**src/design/sdi_pkg.sv**
```systemverilog
// -----------------------------------------------------------------------------
// sdi_pkg
// Shared types and constants of the span depth interpolator.
// -----------------------------------------------------------------------------
`default_nettype none

package sdi_pkg;

   localparam int COORD_W  = 12;
   localparam int LEN_W    = 7;
   localparam int INDEX_W  = 24;
   localparam int DEPTH_W  = 16;
   localparam int ACC_W    = 32;
   localparam int PITCH_W  = 13;
   localparam int DATA_W   = 32;
   localparam int ADDR_W   = 5;
   localparam int REG_SEL_W = 3;
   localparam int QUEUE_DEPTH = 2;

   localparam logic [REG_SEL_W-1:0] REG_ENABLE  = 3'd0;
   localparam logic [REG_SEL_W-1:0] REG_PITCH   = 3'd1;
   localparam logic [REG_SEL_W-1:0] REG_ORIGIN  = 3'd2;
   localparam logic [REG_SEL_W-1:0] REG_GRAD_X  = 3'd3;
   localparam logic [REG_SEL_W-1:0] REG_GRAD_Y  = 3'd4;
   localparam logic [REG_SEL_W-1:0] REG_STEP    = 3'd5;

   localparam logic [PITCH_W-1:0] PITCH_RESET = 13'd1024;

   typedef struct packed {
      logic               enable;
      logic [PITCH_W-1:0] pitch;
      logic [ACC_W-1:0]   origin;
      logic [ACC_W-1:0]   grad_x;
      logic [ACC_W-1:0]   grad_y;
      logic [ACC_W-1:0]   step;
   } cfg_type;

   typedef struct packed {
      logic [ACC_W-1:0]   acc;
      logic [INDEX_W-1:0] index;
      logic [LEN_W-1:0]   len;
   } span_type;

endpackage

`default_nettype wire

```
**src/design/sdi_if.sv**
```systemverilog
// -----------------------------------------------------------------------------
// sdi_req_if / sdi_rsp_if
// Valid/ready channels for spans in and pixels out.
// -----------------------------------------------------------------------------
`default_nettype none

interface sdi_req_if;
   import sdi_pkg::*;
   logic               valid;
   logic               ready;
   logic [COORD_W-1:0] span_x;
   logic [COORD_W-1:0] span_y;
   logic [LEN_W-1:0]   span_length;

   modport source (output valid, output span_x, output span_y, output span_length,
                   input ready);
   modport sink   (input valid, input span_x, input span_y, input span_length,
                   output ready);
endinterface

interface sdi_rsp_if;
   import sdi_pkg::*;
   logic                      valid;
   logic                      ready;
   logic [INDEX_W-1:0]        pixel_index;
   logic signed [DEPTH_W-1:0] depth_value;
   logic                      last_pixel;

   modport source (output valid, output pixel_index, output depth_value,
                   output last_pixel, input ready);
   modport sink   (input valid, input pixel_index, input depth_value,
                   input last_pixel, output ready);
endinterface

`default_nettype wire

```
**src/design/sdi_front.sv**
```systemverilog
// -----------------------------------------------------------------------------
// sdi_front
// Accepts spans, drops empty or disabled ones, forms start depth and index.
// -----------------------------------------------------------------------------
`default_nettype none

module sdi_front #(
   parameter int MAX_SPAN   = 64,
   parameter int COORD_BITS = 12
) (
   input  wire                 clock,
   input  wire                 reset,
   input  wire sdi_pkg::cfg_type cfg,
   sdi_req_if.sink             req,
   output logic                push_valid,
   input  wire                 push_ready,
   output sdi_pkg::span_type   push_data
);
   import sdi_pkg::*;

   logic                  s1_valid_ff, s1_valid_in;
   logic [COORD_W-1:0]    x_ff;
   logic [ACC_W-1:0]      py_ff, px_ff;
   logic [INDEX_W-1:0]    pidx_ff;
   logic [LEN_W-1:0]      len_ff, len_in;
   logic [COORD_W-1:0]    x_m, y_m;
   logic                  req_fire, keep;

   assign req.ready = !s1_valid_ff || push_ready;
   assign req_fire  = req.valid && req.ready;
   assign x_m  = COORD_W'(req.span_x[COORD_BITS-1:0]);
   assign y_m  = COORD_W'(req.span_y[COORD_BITS-1:0]);
   assign keep = cfg.enable && (req.span_length != '0);
   assign len_in = (req.span_length > LEN_W'(MAX_SPAN)) ? LEN_W'(MAX_SPAN)
                                                         : req.span_length;

   always_comb begin
      s1_valid_in = s1_valid_ff;
      if (req_fire) begin
         s1_valid_in = keep;
      end else if (push_ready) begin
         s1_valid_in = 1'b0;
      end
   end

   always_ff @(posedge clock) begin
      if (reset) begin
         s1_valid_ff <= 1'b0;
      end else begin
         s1_valid_ff <= s1_valid_in;
      end
   end

   always_ff @(posedge clock) begin
      if (req_fire) begin
         x_ff    <= x_m;
         py_ff   <= ACC_W'(ACC_W'(y_m) * cfg.grad_y);
         px_ff   <= ACC_W'(ACC_W'(x_m) * cfg.grad_x);
         pidx_ff <= INDEX_W'(y_m) * INDEX_W'(cfg.pitch);
         len_ff  <= len_in;
      end
   end

   assign push_valid      = s1_valid_ff;
   assign push_data.acc   = cfg.origin + py_ff + px_ff;
   assign push_data.index = pidx_ff + INDEX_W'(x_ff);
   assign push_data.len   = len_ff;

endmodule

`default_nettype wire

```
**src/design/sdi_queue.sv**
```systemverilog
// -----------------------------------------------------------------------------
// sdi_queue
// Short span queue between front and back end.
// -----------------------------------------------------------------------------
`default_nettype none

module sdi_queue (
   input  wire                clock,
   input  wire                reset,
   input  wire                push_valid,
   output logic               push_ready,
   input  wire sdi_pkg::span_type push_data,
   output logic               pop_valid,
   input  wire                pop_ready,
   output sdi_pkg::span_type  pop_data
);
   import sdi_pkg::*;

   localparam int PTR_W = $clog2(QUEUE_DEPTH);
   localparam int CNT_W = $clog2(QUEUE_DEPTH + 1);

   span_type            entry_ff [QUEUE_DEPTH];
   logic [PTR_W-1:0]    wr_ptr_ff, rd_ptr_ff;
   logic [CNT_W-1:0]    count_ff, count_in;
   logic                push_fire, pop_fire;

   assign push_ready = count_ff != CNT_W'(QUEUE_DEPTH);
   assign pop_valid  = count_ff != '0;
   assign push_fire  = push_valid && push_ready;
   assign pop_fire   = pop_valid && pop_ready;
   assign pop_data   = entry_ff[rd_ptr_ff];

   always_comb begin
      count_in = count_ff;
      if (push_fire && !pop_fire) begin
         count_in = count_ff + CNT_W'(1);
      end else if (!push_fire && pop_fire) begin
         count_in = count_ff - CNT_W'(1);
      end
   end

   always_ff @(posedge clock) begin
      if (reset) begin
         wr_ptr_ff <= '0;
         rd_ptr_ff <= '0;
         count_ff  <= '0;
      end else begin
         count_ff <= count_in;
         if (push_fire) begin
            wr_ptr_ff <= (wr_ptr_ff == PTR_W'(QUEUE_DEPTH - 1)) ? '0 : wr_ptr_ff + PTR_W'(1);
         end
         if (pop_fire) begin
            rd_ptr_ff <= (rd_ptr_ff == PTR_W'(QUEUE_DEPTH - 1)) ? '0 : rd_ptr_ff + PTR_W'(1);
         end
      end
   end

   always_ff @(posedge clock) begin
      if (push_fire) begin
         entry_ff[wr_ptr_ff] <= push_data;
      end
   end

endmodule

`default_nettype wire

```
**src/design/sdi_back.sv**
```systemverilog
// -----------------------------------------------------------------------------
// sdi_back
// Walks a span into the result register, one pixel per cycle while not stalled.
// -----------------------------------------------------------------------------
`default_nettype none

module sdi_back #(
   parameter int MAX_SPAN = 64
) (
   input  wire                clock,
   input  wire                reset,
   input  wire sdi_pkg::cfg_type cfg,
   input  wire                pop_valid,
   output logic               pop_ready,
   input  wire sdi_pkg::span_type pop_data,
   sdi_rsp_if.source          rsp
);
   import sdi_pkg::*;

   localparam int REM_W = $clog2(MAX_SPAN + 1);

   logic                  active_ff;
   logic [ACC_W-1:0]      acc_ff;
   logic [INDEX_W-1:0]    idx_ff;
   logic [REM_W-1:0]      remain_ff;
   logic                  rsp_valid_ff;
   logic [INDEX_W-1:0]    rsp_index_ff;
   logic [DEPTH_W-1:0]    rsp_depth_ff;
   logic                  rsp_last_ff;
   logic                  emit, last_now, pop_fire;

   assign emit      = active_ff && (!rsp_valid_ff || rsp.ready);
   assign last_now  = remain_ff == REM_W'(1);
   assign pop_ready = !active_ff || (emit && last_now);
   assign pop_fire  = pop_valid && pop_ready;

   always_ff @(posedge clock) begin
      if (reset) begin
         active_ff    <= 1'b0;
         rsp_valid_ff <= 1'b0;
      end else begin
         if (pop_fire) begin
            active_ff <= 1'b1;
         end else if (emit && last_now) begin
            active_ff <= 1'b0;
         end
         if (emit) begin
            rsp_valid_ff <= 1'b1;
         end else if (rsp.ready) begin
            rsp_valid_ff <= 1'b0;
         end
      end
   end

   always_ff @(posedge clock) begin
      if (pop_fire) begin
         acc_ff    <= pop_data.acc;
         idx_ff    <= pop_data.index;
         remain_ff <= REM_W'(pop_data.len);
      end else if (emit) begin
         acc_ff    <= acc_ff + cfg.step;
         idx_ff    <= idx_ff + INDEX_W'(1);
         remain_ff <= remain_ff - REM_W'(1);
      end
      if (emit) begin
         rsp_index_ff <= idx_ff;
         rsp_depth_ff <= acc_ff[ACC_W-1 -: DEPTH_W];
         rsp_last_ff  <= last_now;
      end
   end

   assign rsp.valid       = rsp_valid_ff;
   assign rsp.pixel_index = rsp_index_ff;
   assign rsp.depth_value = rsp_depth_ff;
   assign rsp.last_pixel  = rsp_last_ff;

endmodule

`default_nettype wire

```
**src/design/span_depth_interpolator_core.sv**
```systemverilog
// -----------------------------------------------------------------------------
// span_depth_interpolator_core
// Scanline inverse-depth interpolation: one span in, one result per pixel out.
// -----------------------------------------------------------------------------
//  channel  direction  carries
//  req      in         span_x, span_y, span_length
//  rsp      out        pixel_index, depth_value, last_pixel
//  csr      in/out     APB register port, six registers at 4*i
//
//  A span passes the front's product registers (sums formed on the way in), a
//  queue entry, the back end's walk registers and the rsp result register. The
//  back end emits one pixel per cycle while rsp is not stalled; that pixel loop
//  sets the sustained rate. Empty or disabled spans are dropped at the front.
//  Reset is synchronous and resets handshake state and config; no clearing pass.
//  A stalled rsp holds its item; the queue lets the front take spans until full.
// -----------------------------------------------------------------------------
`default_nettype none

module span_depth_interpolator_core #(
   parameter int MAX_SPAN   = 64,
   parameter int COORD_BITS = 12
) (
   input  wire                          clock,
   input  wire                          reset,
   sdi_req_if.sink                      req,
   sdi_rsp_if.source                    rsp,
   input  wire                          csr_psel,
   input  wire                          csr_penable,
   input  wire                          csr_pwrite,
   input  wire  [sdi_pkg::ADDR_W-1:0]   csr_paddr,
   input  wire  [sdi_pkg::DATA_W-1:0]   csr_pwdata,
   output logic [sdi_pkg::DATA_W-1:0]   csr_prdata,
   output logic                         csr_pready
);
   import sdi_pkg::*;

   cfg_type               cfg_ff;
   logic [REG_SEL_W-1:0]  sel;
   logic                  wr_en;
   logic                  push_valid, push_ready, pop_valid, pop_ready;
   span_type              push_data, pop_data;

   assign csr_pready = 1'b1;
   assign sel   = csr_paddr[ADDR_W-1:2];
   assign wr_en = csr_psel && csr_penable && csr_pwrite && csr_pready;

   always_ff @(posedge clock) begin
      if (reset) begin
         cfg_ff.enable <= 1'b1;
         cfg_ff.pitch  <= PITCH_RESET;
         cfg_ff.origin <= '0;
         cfg_ff.grad_x <= '0;
         cfg_ff.grad_y <= '0;
         cfg_ff.step   <= '0;
      end else if (wr_en) begin
         unique case (sel)
            REG_ENABLE: cfg_ff.enable <= csr_pwdata[0];
            REG_PITCH:  cfg_ff.pitch  <= csr_pwdata[PITCH_W-1:0];
            REG_ORIGIN: cfg_ff.origin <= csr_pwdata;
            REG_GRAD_X: cfg_ff.grad_x <= csr_pwdata;
            REG_GRAD_Y: cfg_ff.grad_y <= csr_pwdata;
            REG_STEP:   cfg_ff.step   <= csr_pwdata;
            default: begin
            end
         endcase
      end
   end

   always_comb begin
      unique case (sel)
         REG_ENABLE: csr_prdata = DATA_W'(cfg_ff.enable);
         REG_PITCH:  csr_prdata = DATA_W'(cfg_ff.pitch);
         REG_ORIGIN: csr_prdata = cfg_ff.origin;
         REG_GRAD_X: csr_prdata = cfg_ff.grad_x;
         REG_GRAD_Y: csr_prdata = cfg_ff.grad_y;
         REG_STEP:   csr_prdata = cfg_ff.step;
         default:    csr_prdata = '0;
      endcase
   end

   sdi_front #(
      .MAX_SPAN   (MAX_SPAN),
      .COORD_BITS (COORD_BITS)
   ) u_front (
      .clock      (clock),
      .reset      (reset),
      .cfg        (cfg_ff),
      .req        (req),
      .push_valid (push_valid),
      .push_ready (push_ready),
      .push_data  (push_data)
   );

   sdi_queue u_queue (
      .clock      (clock),
      .reset      (reset),
      .push_valid (push_valid),
      .push_ready (push_ready),
      .push_data  (push_data),
      .pop_valid  (pop_valid),
      .pop_ready  (pop_ready),
      .pop_data   (pop_data)
   );

   sdi_back #(
      .MAX_SPAN (MAX_SPAN)
   ) u_back (
      .clock     (clock),
      .reset     (reset),
      .cfg       (cfg_ff),
      .pop_valid (pop_valid),
      .pop_ready (pop_ready),
      .pop_data  (pop_data),
      .rsp       (rsp)
   );

endmodule

`default_nettype wire

```
**src/flat_wrapper.sv**
```systemverilog
// flat-port wrapper written by rule: the top's interface ports become plain ports
module span_depth_interpolator_core_flat import sdi_pkg::*;
#(
   parameter int MAX_SPAN   = 64,
   parameter int COORD_BITS = 12
)
  (clock, reset, csr_psel, csr_penable, csr_pwrite, csr_paddr, csr_pwdata, csr_prdata, csr_pready, req_valid, req_span_x, req_span_y, req_span_length, req_ready, rsp_valid, rsp_pixel_index, rsp_depth_value, rsp_last_pixel, rsp_ready);
  sdi_req_if req_i ();
  sdi_rsp_if rsp_i ();
  input  wire clock;
  input  wire reset;
  input  wire csr_psel;
  input  wire csr_penable;
  input  wire csr_pwrite;
  input  wire  [sdi_pkg::ADDR_W-1:0] csr_paddr;
  input  wire  [sdi_pkg::DATA_W-1:0] csr_pwdata;
  output logic [sdi_pkg::DATA_W-1:0] csr_prdata;
  output logic csr_pready;
  input wire logic [$bits(req_i.valid)-1:0] req_valid;
  input wire logic [$bits(req_i.span_x)-1:0] req_span_x;
  input wire logic [$bits(req_i.span_y)-1:0] req_span_y;
  input wire logic [$bits(req_i.span_length)-1:0] req_span_length;
  output wire logic [$bits(req_i.ready)-1:0] req_ready;
  output wire logic [$bits(rsp_i.valid)-1:0] rsp_valid;
  output wire logic [$bits(rsp_i.pixel_index)-1:0] rsp_pixel_index;
  output wire logic [$bits(rsp_i.depth_value)-1:0] rsp_depth_value;
  output wire logic [$bits(rsp_i.last_pixel)-1:0] rsp_last_pixel;
  input wire logic [$bits(rsp_i.ready)-1:0] rsp_ready;
  assign req_i.valid = req_valid;
  assign req_i.span_x = req_span_x;
  assign req_i.span_y = req_span_y;
  assign req_i.span_length = req_span_length;
  assign req_ready = req_i.ready;
  assign rsp_valid = rsp_i.valid;
  assign rsp_pixel_index = rsp_i.pixel_index;
  assign rsp_depth_value = rsp_i.depth_value;
  assign rsp_last_pixel = rsp_i.last_pixel;
  assign rsp_i.ready = rsp_ready;
  span_depth_interpolator_core #(.MAX_SPAN(MAX_SPAN), .COORD_BITS(COORD_BITS)) u_core (.clock(clock), .reset(reset), .req(req_i), .rsp(rsp_i), .csr_psel(csr_psel), .csr_penable(csr_penable), .csr_pwrite(csr_pwrite), .csr_paddr(csr_paddr), .csr_pwdata(csr_pwdata), .csr_prdata(csr_prdata), .csr_pready(csr_pready));
endmodule
```
**config.mk**
```make
export PLATFORM = sky130hd
export DESIGN_NAME = span_depth_interpolator_core_flat
export DESIGN_NICKNAME = d
export VERILOG_FILES = /design/src/design/sdi_pkg.sv /design/src/design/sdi_if.sv /design/src/design/sdi_front.sv /design/src/design/sdi_queue.sv /design/src/design/sdi_back.sv /design/src/design/span_depth_interpolator_core.sv /design/src/flat_wrapper.sv
export SDC_FILE = /design/constraint.sdc
export NUM_CORES = 2
export LEC_CHECK = 0
export ABC_CLOCK_PERIOD_IN_PS = 12800
export BUFFER_PORTS_ARGS = -buffer_cell sky130_fd_sc_hd__buf_2
export CAP_MARGIN = 20
export CORE_MARGIN = 4
export CORE_UTILIZATION = 50
export CTS_CLUSTER_SIZE = 40
export DETAILED_ROUTE_END_ITERATION = 10
export GPL_ROUTABILITY_DRIVEN = 1
export PLACE_DENSITY = 0.68
export SLEW_MARGIN = 15
export SYNTH_ARGS = -nofsm -noshare
export SYNTH_HDL_FRONTEND = slang
export SYNTH_SLANG_ARGS = --single-unit
```
**constraint.sdc**
```tcl
create_clock -name clock -period 12.8 [get_ports clock]
set_clock_uncertainty 0.15 [all_clocks]
set_input_delay 0.64 -clock clock [delete_from_list [all_inputs] [get_ports clock]]
set_output_delay 0.64 -clock clock [all_outputs]
set_load 0.01 [all_outputs]
```
# Yosys cells after proc, flatten, opt, wreduce, memory -nomap -nowiden
# Memories as Yosys holds them, arrays and structs flattened. A register that Yosys moved wholly into a read port is not among the register bits.
# Index checks and enable logic that the tools add are counted.
dict set report totals {
  register_bits 360
  mem_bits_rw 126
  inputBits 75
  out_inout_bits 76
  elab_cells 98
  mem_count 1
}
# name words width rd rd_ports_with_merged_regs wr line_no
set memory_table {}
lappend memory_table {u_core.u_queue.entry_ff 2 63 1 1 1 sdi_queue.sv:22} ;# span_type entry_ff [QUEUE_DEPTH];
dict set report op_classes {
  add_sub_neg 10
  multipliers 3
  n_lt_le_gt_ge 1
  n_eq_ne 7
  muxes 21
  n_reduce_logical 32
}
# op count
set op_table {}
lappend op_table {{$pmux W32 S6} 1}
lappend op_table {{$add A32 B32 Y32} 3}
lappend op_table {{$mul A12 B32 Y32} 2}
lappend op_table {{$mux W32} 2}
lappend op_table {{$mux W24} 2}
lappend op_table {{$add A24 B1 Y24 const B} 1}
lappend op_table {{$add A24 B12 Y24} 1}
lappend op_table {{$mul A12 B13 Y24} 1}
lappend op_table {{$mux W7} 2}
lappend op_table {{$mux W1} 12}
lappend op_table {{$reduce_and A2 Y1} 6}
lappend op_table {{$reduce_bool A2 Y1} 6}
lappend op_table {{$logic_and A1 B1 Y1} 10}
lappend op_table {{$eq A7 B1 Y1 const B} 1}
lappend op_table {{$gt A7 B7 Y1 const B} 1}
lappend op_table {{$reduce_bool A7 Y1} 1}
lappend op_table {{$sub A7 B1 Y7 const B} 1}
lappend op_table {{$eq A3 B2 Y1 const B} 2}
lappend op_table {{$eq A3 B3 Y1 const B} 2}
lappend op_table {{$logic_not A1 Y1} 5}
lappend op_table {{$mux W2} 2}
lappend op_table {{$eq A3 B1 Y1 const B} 1}
lappend op_table {{$logic_not A3 Y1} 1}
lappend op_table {{$logic_or A1 B1 Y1} 3}
lappend op_table {{4 further kinds} 5}

# Logic depth before layout (Yosys ltp)
dict set report logic_depth {
  ltp_word 9
  ltp_mapped 23
  depth_no_buf 21
}

# Hierarchy
# A second synthesis with hierarchy kept.
dict set report hier_totals {
  hier_cells 4808
  hier_area_um2 47001.3
}
# module instances cells_each area_each_um2 seq_area_each_um2
set modules_own_cells {}
lappend modules_own_cells {sdi_front 1 3284 29311.9 3233.1}
lappend modules_own_cells {span_depth_interpolator_core 1 717 6782.8 2842.7}
lappend modules_own_cells {sdi_back 1 587 6140.9 3163.0}
lappend modules_own_cells {sdi_queue 1 220 4765.8 3883.7}

# Worst setup path before layout
# No wires, ideal clock.
dict set report synth_timing {
  path_kind {input-to-reg}
  start {input req_span_x[3]}
  end {register u_core.u_front.px_ff[30] (data pin)}
  setup_time_ns 0.258
  t_arrival_ns 5.842
  required_time_ns 12.392
  setup_slack_ns 6.551
  stages 21
  path_buffers 2
  cell_sequence {clkbuf_1 > clkbuf_1 > nand2_1 > fa_1 > fa_1 > inv_1 > fa_1 > fa_1 > inv_1 > fa_1 > inv_1 > ha_1 > and2_1 > a221oi_1 > nor2_1 > o21ai_0 > a21oi_1 > o21ai_0 > o2111ai_1 > a21oi_1 > xnor2_1}
}
dict set report synth_via {
  elab_chain_len 1
}
# item line_no
set synth_lines {}
lappend synth_lines {{start, declared} flat_wrapper.sv:20} ;# input wire logic [$bits(req_i.span_x)-1:0] req_span_x;
lappend synth_lines {{$mul A12 B32 Y32} sdi_front.sv:58} ;# px_ff <= ACC_W'(ACC_W'(x_m) * cfg.grad_x);
lappend synth_lines {{end signal, assigned} sdi_front.sv:58}
lappend synth_lines {{end, declared} sdi_front.sv:23} ;# logic [ACC_W-1:0] py_ff, px_ff;
# Every way passes these cells.
# A chain may end at the register's enable or synchronous reset.

# Worst setup path in the final report
dict set report layout_timing {
  start {register u_core.cfg_ff[74] in the netlist's numbering}
  end {register u_core.u_front.px_ff[30] (data pin)}
}
dict set report layout_via {
  elab_chain_len 1
}
# item line_no
set layout_lines {}
lappend layout_lines {{start, declared} span_depth_interpolator_core.sv:37} ;# cfg_type cfg_ff;
lappend layout_lines {{$mul A12 B32 Y32} sdi_front.sv:58}
# Every way passes these cells.

==> run summary <==
Status: finished clean
Post-layout util: 54.1%
Fin. max-slew vios: 0
GRT Total Usage: 25.3%
Most common cell after layout, fill and taps aside: nand2_1
First-pass GRT wire length: 190,000 um
Post-CTS sizing: 0
Max Cap Viol: 0
Drt first pass iters: 5
GR Layer Usage met2: 39.7%
Number of synthesized flops with an enable pin: 337
Number of distinct library cells after synthesis: 72
IO Port Bufs: 147
Simple-gate share of the synthesized area: 14.6%
Endpoints failing setup: 0
Worst-case clock buffer depth: 3
Reg2reg setup slack: 6.03 ns
# clock sinks: 487
Remaining DRCs: 0
Core area: 90,400 um2
Clk Latency, worst-skew pair: 0.61 ns
CTS Buf Count: 49
Fin Setup TNS: 0 ns
Crit path capture: u_core.u_front.px_ff[30]
Hold WC Path Type: input port to flip-flop
Clock period minus worst slack: 6.77 ns
Total routed wirelength: 119,000 um
Most frequent cells in the layout: nand2_1 (935), inv_1 (762), fa_1 (621), edfxtp_1 (337), a21oi_1 (291)
CP arrival: 6.97 ns
Synth async-reset ratio: 0%
Iter 0 DRT Violations: 2,420
WS Path Type: flip-flop to flip-flop
WP buf/inv: 3
Layout fillers: 8,002
Root Buffer: clkbuf_16
M1 GR Usage: 36.4%
Slew @ Worst Pin: 1.15 ns
Synth top area share: 27.2%
Max incr delay on CP: 0.79 ns
Rel. slew slack: 23.1%
Mux cell area share after synthesis: 2.66%
DR vias: 33.1k
Worst Setup SP: u_core.cfg_ff[74]
Xor/xnor cell area share of the yosys netlist: 4.12%
Launch point of the worst reg-to-reg path: u_core.cfg_ff[74]
Met3 Use GR: 5.94%
Wire per inst: 19.9 um
DP HPWL: 89,900 um
Number of core rows: 110
Die Span X: 310 um
GR peak layer: met2
Crit path launch type: flip-flop
Initial Util: 50.6%
Clock transition at path regs: 0.06 ns
Syn Inst Count: 4,794
Fin crit share: 52.9%
Sequential area share after synthesis: 28.7%
Netlist Area Pre-Place: 45,700 um2
Largest delay share family, worst path: adder cells
Sequential cell area: 13,100 um2
Die Area: 96,400 um2
Peak VDD IR: 0.169 mV
Crit. End Element: flip-flop
Crit path depth: 19
Seq cells post-synth: 487
Mean Syn Cell Area: 9.54 um2
H-tree Lvls: 2
CTS Hold Buffers Added: 0
CP Max Fanout: 14
Leakage power: 0.0214 uW
Final Cell Area: 48,900 um2
Cell mode on critical path: fa_1
RSZ-0062 raised after global routing: false
Vias in the first global route: 33.7k
Io pins: 151
Final ANT Viol Nets: 0
Compound-Gate Fraction of Synth Area: 8.01%
Final-stage net count: 5,713
Die Y: 310 um
Area leader, netlist: fa_1
CTS tree: done
Crit path required time: 13.00 ns
Largest family of logic cells by synthesized area: adder cells
Setup Buffers After CTS: 0
Yosys warns: 0
Prevailing post-synth register cell: edfxtp_1
CP max stage cell: dfxtp_1
Fmax: 148 MHz
Synth area leaders: fa_1 (27%), edfxtp_1 (22%), nand2_1 (7.7%)
Fin. Hold Viols: 0
Power, Total: 4950 uW
Drt via density: 5.51
Congestion Overflow GR: 0
Area Growth Syn to Fin: 7.00%
Synth Area in Adders: 33.6%
Largest net degree at the start of global routing: 90
Area of the multi-input gates: 28,900 um2
GP Congestion: 0.900
Initial antenna violation count: 11
Layout cells sized above 1: 6.30%
Worst R2R End: u_core.u_front.px_ff[30]
Reg2Reg Depth: 19
Cells along the critical path: nand2_1, fa_1, fa_1, inv_1, fa_1, fa_1, inv_1, fa_1, inv_1, ha_1, and2_1, a221oi_1, nor2_1, o21ai_0, a21oi_1, o21ai_0, o2111ai_1, a21oi_1, xnor2_1
Post-Place Cell Area: 47,300 um2
Net count after synthesis: 5,725
Power density cells: 101 nW/um2
## how the worst min path moves through the flow
stage,startpoint,end,cells past startpoint
6_report,csr_pwdata[17],u_core.cfg_ff[49],3
5_1_grt,csr_pwdata[2],u_core.cfg_ff[66],3
4_1_cts,csr_pwdata[17],u_core.cfg_ff[49],3
3_5_place_dp,u_core.u_front.len_ff[0],u_core.u_queue.entry_ff[0][0],0
3_3_place_gp,u_core.u_front.len_ff[5],u_core.u_queue.entry_ff[1][5],0
2_1_floorplan,u_core.u_front.len_ff[0],u_core.u_queue.entry_ff[0][0],0
## cell families (layout without fill, tap and decap cells)
kind of cell / Yosys count / count (layout)
buffers and inverters: 1006 / 1034
adders and majority gates: 856 / 856
AOI/OAI and AO/OA: 607 / 607
xor gates and xnor gates: 215 / 215
other: 1 / 10
and+or+nand+nor: 1504 / 1504
DFF: 487 / 487
muxes: 118 / 118
## sequential cells by signal (all words and copies together) (netlist names), named ones only
register and cells:
u_core.u_back.rsp.depth_value 16, u_core.u_back.remain_ff 7, u_core.u_front.px_ff 32, u_core.u_front.x_ff 12, u_core.u_queue.rd_ptr_ff 1, u_core.u_back.idx_ff 24, u_core.u_front.py_ff 32, u_core.u_back.acc_ff 32
u_core.u_back.active_ff 1, u_core.u_queue.wr_ptr_ff 1, u_core.u_queue.entry_ff 126, u_core.u_queue.count_ff 2, u_core.u_front.push_valid 1, u_core.u_back.rsp.valid 1, u_core.u_front.pidx_ff 24, u_core.cfg_ff 142
u_core.u_back.rsp.pixel_index 24, u_core.u_front.len_ff 7, u_core.u_back.rsp.last_pixel 1
## layer usage
metal	part of all wire, %	routed length, um
met1	43	51800
met2	45	53500
met3	9.9	11800
met4	1.9	2260
met5	0.028	34
## final cells by class
cell class	instances	area share, %
well taps	1176	3.01
clock buffers	60	2.65
repair buffers	180	2.05
inverters	763	5.85
multi-input cells	3301	59.0
flip-flops and latches	487	26.8
clock inverters	31	0.560
diodes	9	0.0460
## cells in the mapped netlist (33+ instances only)
cell,number
a21o_1,53
a21oi_1,291
and2_1,241
clkbuf_1,239
dfxtp_1,150
edfxtp_1,337
fa_1,621
ha_1,235
inv_1,762
mux2i_1,100
nand2_1,935
nand3_1,39
nor2_1,129
nor2b_1,36
nor3_1,35
o21ai_0,87
o22ai_1,33
xnor2_1,167
xor2_1,48
## worst register-to-register path, stage by stage, from the launching register on
cell       delay (ns)
dfxtp_1          0.79
nand2_1          0.20
fa_1             0.56
fa_1             0.51
inv_1            0.05
fa_1             0.51
fa_1             0.51
inv_1            0.05
fa_1             0.49
inv_1            0.05
ha_1             0.32
and2_1           0.19
a221oi_1         0.42
nor2_1           0.12
o21ai_0          0.49
a21oi_1          0.18
o21ai_0          0.45
o2111ai_1        0.20
a21oi_1          0.20
xnor2_1          0.08
## power by group
part	internal (uW)	switching, uW
Sequential	2100	157
Combinational	450	819
Clock	790	634
## stage by stage
stage	worst slack (ns)	cells	hold slack, ns
floorplan	6.55	4794	0.271
global placement	5.75	5906	0.273
detailed placement	5.71	5906	0.284
CTS	6.08	5997	0.131
global route	5.72	6001	0.152
finish	6.03	6007	0.157
No activity file was read; power rests on OpenSTA's default activity.
